## src/trsmb_pkg.sv

```systemverilog
// Shared constants and functions for the model-matrix builder.
// Used by the sine/cosine pipeline and the top level; no dependencies.
package trsmb_pkg;

    localparam int unsigned CordicSteps = 15;
    localparam logic signed [18:0] CordicGain = 19'sd39797;
    localparam logic signed [31:0] QOne = 32'sd65536;

    // Arctangent of 2^-i in binary-angle units.
    function automatic logic [13:0] atan_lookup(input logic [3:0] idx);
        logic [13:0] v;
        begin
            case (idx)
                4'd0:  v = 14'd8192;
                4'd1:  v = 14'd4836;
                4'd2:  v = 14'd2555;
                4'd3:  v = 14'd1297;
                4'd4:  v = 14'd651;
                4'd5:  v = 14'd326;
                4'd6:  v = 14'd163;
                4'd7:  v = 14'd81;
                4'd8:  v = 14'd41;
                4'd9:  v = 14'd20;
                4'd10: v = 14'd10;
                4'd11: v = 14'd5;
                4'd12: v = 14'd3;
                4'd13: v = 14'd1;
                4'd14: v = 14'd1;
                default: v = 14'd0;
            endcase
            return v;
        end
    endfunction

    // Rounded Q16.16 product with saturation to 32 bits.
    function automatic logic signed [31:0] qround(input logic signed [63:0] p);
        logic signed [63:0] t;
        begin
            t = (p + 64'sd32768) >>> 16;
            if (t > 64'sd2147483647)
                return 32'sh7FFFFFFF;
            else if (t < -64'sd2147483648)
                return 32'sh80000000;
            else
                return t[31:0];
        end
    endfunction

endpackage

```

## src/trsmb_sincos.sv

```systemverilog
// Pipelined 15-step CORDIC giving Q16.16 cosine and sine of a binary angle.
// Depends on trsmb_pkg; one stage per rotation step plus entry and exit stages.
module trsmb_sincos
    import trsmb_pkg::*;
(
    input  logic                clk,
    input  logic [15:0]         angle,
    output logic signed [31:0]  cos_val,
    output logic signed [31:0]  sin_val
);

    localparam int unsigned NS = CordicSteps + 1;

    logic signed [18:0] x_reg [NS];
    logic signed [18:0] y_reg [NS];
    logic signed [16:0] z_reg [NS];
    logic [1:0]         q_reg [NS];
    logic signed [31:0] cos_reg, sin_reg;
    logic [15:0]        quad_sum;
    logic [15:0]        resid;

    assign quad_sum = angle + 16'd8192;
    assign resid    = angle - {quad_sum[15:14], 14'd0};

    always_ff @(posedge clk)
    begin
        x_reg[0] <= CordicGain;
        y_reg[0] <= '0;
        z_reg[0] <= {resid[15], resid};
        q_reg[0] <= quad_sum[15:14];
    end

    for (genvar i = 0; i < CordicSteps; i++) begin : g_step
        logic signed [18:0] xs, ys;
        logic signed [16:0] at;
        assign xs = x_reg[i] >>> i;
        assign ys = y_reg[i] >>> i;
        assign at = signed'({3'd0, atan_lookup(4'(i))});
        always_ff @(posedge clk)
        begin
            q_reg[i+1] <= q_reg[i];
            if (!z_reg[i][16])
            begin
                x_reg[i+1] <= x_reg[i] - ys;
                y_reg[i+1] <= y_reg[i] + xs;
                z_reg[i+1] <= z_reg[i] - at;
            end
            else
            begin
                x_reg[i+1] <= x_reg[i] + ys;
                y_reg[i+1] <= y_reg[i] - xs;
                z_reg[i+1] <= z_reg[i] + at;
            end
        end
    end

    logic signed [31:0] xc, yc;
    always_comb
    begin
        xc = 32'(x_reg[NS-1]);
        yc = 32'(y_reg[NS-1]);
        if (xc > QOne) xc = QOne;
        if (xc < -QOne) xc = -QOne;
        if (yc > QOne) yc = QOne;
        if (yc < -QOne) yc = -QOne;
    end

    always_ff @(posedge clk)
    begin
        case (q_reg[NS-1])
            2'd0:    begin cos_reg <= xc;  sin_reg <= yc;  end
            2'd1:    begin cos_reg <= -yc; sin_reg <= xc;  end
            2'd2:    begin cos_reg <= -xc; sin_reg <= -yc; end
            default: begin cos_reg <= yc;  sin_reg <= -xc; end
        endcase
    end

    assign cos_val = cos_reg;
    assign sin_val = sin_reg;

endmodule

```

## config.mk

```make
export PLATFORM = sky130hd
export DESIGN_NAME = trsmb_sincos
export DESIGN_NICKNAME = d
export VERILOG_FILES = /design/src/trsmb_pkg.sv /design/src/trsmb_sincos.sv
export SDC_FILE = /design/constraint.sdc
export NUM_CORES = 2
export LEC_CHECK = 0
export ABC_AREA = 0
export BUFFER_PORTS_ARGS = -buffer_cell sky130_fd_sc_hd__buf_2
export CAP_MARGIN = 30
export CORE_ASPECT_RATIO = 1.1
export CORE_UTILIZATION = 45
export DETAILED_ROUTE_END_ITERATION = 12
export PLACE_DENSITY = 0.61
export SETUP_SLACK_MARGIN = 0.1
export SLEW_MARGIN = 30
export SYNTH_ARGS = -nofsm -noshare
export SYNTH_HDL_FRONTEND = slang
export SYNTH_SLANG_ARGS = --single-unit
```

## constraint.sdc

```tcl
create_clock -name clk -period 4.85 [get_ports clk]
set_input_delay 0.485 -clock clk [delete_from_list [all_inputs] [get_ports clk]]
set_output_delay 0.485 -clock clk [all_outputs]
set_load 0.05 [all_outputs]
```

==> summary.md <==
| Metric | Value |
|---|---|
| Max Root-Sink Buffers | `3` |
| WP data arrival | `4.72 ns` |
| Synth cell types | `78` |
| Max incr delay on CP | `0.82 ns` |
| Maximum clock rate | `0.242 GHz` |
| Fin worst setup slack | `0.722 ns` |
| Final nets | `7162` |
| Core ar. | `122000 sq um` |
| Worst hold path endpoint | `q_reg[7][1]` |
| Cell chain of the critical path | `or4_1 > nor4b_1 > a21oi_1 > xor2_1 > ha_1 > or4_1 > o211ai_1 > a21oi_1 > o41ai_1 > o21bai_1 > a21oi_1 > xnor2_1` |
| Leading area contributor after synthesis | `dfxtp_1` |
| Clk_lat worst skew | `0.72 ns` |
| Number of synthesized flops with an enable pin | `0` |
| Worst slew margin | `37.9%` |
| Setup violators final | `0` |
| Pin count of the biggest net entering global routing | `56` |
| Tmin final | `4.13 ns` |
| Reg area | `17300 sq um` |
| Vias in the first global route | `42.1k` |
| Clk sink count | `862` |
| Diodes inserted | `0` |
| Die area | `125000 sq um` |
| Top cell by count, worst path | `a21oi_1` |
| GP Congestion | `0.882` |
| Die span in y | `371 um` |
| Hold WC Path Type | `reg2reg` |
| Final HPWL DP | `102000 um` |
| Share of cells above drive strength 1 | `6.31%` |
| Synth Area per Inst | `8.88 sq um` |
| CP required | `5.45 ns` |
| Pin slew with the least headroom to its limit | `0.919 ns` |
| Reg2Reg Setup Slack | `0.72 ns` |
| Final setup TNS | `0 ns` |
| Worst reg-to-reg path cell count | `12` |
| #FFs+latches synth | `862` |
| Endpoint type of the worst setup path | `register` |
| Sequential share of the synthesized area | `31.1%` |
| CTS tree | `done` |
| R2R Path End | `x_reg[0][94]` |
| Vias | `44.0k` |
| Top post-synthesis cells by area | `dfxtp_1 31%, ha_1 16%, xnor2_1 8.8%, a21oi_1 5.0%, nor2_1 3.8%` |
| Syn Inst Count | `6258` |
| Remaining global-route overflow | `0` |
| Initial DRC count | `1953` |
| Total CTS buffers | `97` |
| Max reg flops | `265` |
| Port bufs | `80` |
| Outcome | `finished, final reports clean` |
| Area Growth Syn to Fin | `10.3%` |
| Post-Syn Area | `55600 sq um` |
| Max Cap Viol | `0` |
| Final setup skew | `0.0270 ns` |
| Initial core utilization | `45.6%` |
| WL/cell | `15.9 um` |
| First-pass GRT wire length | `210000 um` |
| Critical path's slowest cell | `nor4b_1` |
| Pre-CTS WS | `0.846 ns` |
| Hold depth | `0` |
| Hold path startpoint | `q_reg[6][3]` |
| Fill cells | `11.5k` |
| Multi-input logic area | `36700 sq um` |
| Iteration count of the initial detailed-routing pass | `7` |
| CP Class | `reg2reg` |
| WP buf/inv | `0` |
| FF-to-FF Start | `y_reg[0][66]` |
| Antenna violations before repair | `1` |
| Fin. max-slew vios | `0` |
| Asr flop ratio synth | `0%` |
| CP max FO | `5` |
| CTS clk-pin slew, worst paths | `0.06 ns` |
| Routed Antenna Nets | `0` |
| Period utilisation layout | `85.1%` |
| Post-synth top area share | `31.1%` |
| Clock root buffer | `clkbuf_16` |
| GRT Total Usage | `20.4%` |
| Final Util | `50.3%` |
| CP top delay family | `simple AND/OR/NAND/NOR gates` |
| DRC viols | `0` |
| I/O Pins | `81` |
| Startpoint Class | `register` |
| DIE WIDTH | `337 um` |
| Worst Hold Slack | `0.320 ns` |
| Final hold violation count | `0` |
| Synth Flop Type | `dfxtp_1` |
| Setup bufs post-CTS | `0` |
| H-tree depth | `3` |
| RSZ-0062 raised after global routing | `no` |
| Via density per instance | `5.44` |
| Cell Rows | `134` |
| Ys Warns | `0` |
| Routed WL | `129000 um` |
## cells by family after synthesis
family                   share of synthesized area (%)
flip-flops                                        31.1
AND/OR/NAND/NOR                                   15.4
XOR/XNOR                                          12.5
buffers and inverters                             2.88
multiplexers                                      3.02
AO/OA/AOI/OAI                                     17.5
other                                           0.0135
adder cells (fa/ha/maj)                           17.7
## cell type report
type / instances / share of cell area [%]
multi-input combinational: 4972 / 59.9
timing repair buffer: 123 / 1.24
tap: 1632 / 3.33
clock inverter: 37 / 0.771
sequential: 862 / 28.2
clock buffer: 140 / 4.58
inverter: 327 / 2.00
## worst max path at each step
| stage | from | cells past startpoint | endpoint | slack, ns |
|---|---|---|---|---|
| 2_1_floorplan | z_reg[12][16] | 14 | x_reg[1][113] | 1.28 |
| 3_3_place_gp | y_reg[0][65] | 12 | x_reg[0][94] | 0.94 |
| 3_5_place_dp | y_reg[0][66] | 12 | x_reg[0][94] | 0.85 |
| 4_1_cts | y_reg[0][66] | 12 | x_reg[0][94] | 0.83 |
| 5_1_grt | y_reg[0][65] | 12 | x_reg[0][94] | 0.47 |
| 6_report | y_reg[0][66] | 12 | x_reg[0][94] | 0.72 |
## layout by cell type, fill, tap and decap left out, types with 90 or more instances in the layout
master	instances
nand2b_1	90
nor3_1	245
dfxtp_1	860
clkbuf_16	97
nand2_1	315
xor2_1	234
o21a_1	98
a21oi_1	551
o21ai_0	265
xnor2_1	557
ha_1	721
nand3_1	138
a21o_1	101
nor2_1	559
inv_1	324
## synth_stat cells, drive strengths merged, types with 44 or more instances
library cell / instances
dfxtp: 862
ha: 721
nor2: 560
xnor2: 557
a21oi: 551
inv: 324
nand2: 316
o21ai: 265
nor3: 245
xor2: 234
nand3: 138
a21o: 101
o21a: 98
nand2b: 90
a211oi: 88
a31oi: 88
clkbuf: 83
nor2b: 75
and3: 69
o21bai: 58
or3: 56
and2: 48
mux4: 48
nor4: 44
## per-stage QoR
stage	cells	cell area (sq um)
finish	8093	61300
global route	8093	61300
CTS	8092	61300
detailed placement	7899	57800
global placement	7899	57800
floorplan	6260	55600
## per-layer routing
metal  global-route usage [%]  part of all wire, %
met4                     7.53                  3.2
met3                     2.48                  3.2
met2                     37.2                   50
met5                        0                    0
met1                     24.2                   44
## what timing repair did
action,in CTS,in global routing
hold buffers,16,0
hold endpoints to repair,16,0
gates resized for setup,0,0
setup endpoints to repair,0,0
Power is not shown: default switching activity piles up to over one toggle a cycle in this logic, so the estimate is an artifact.
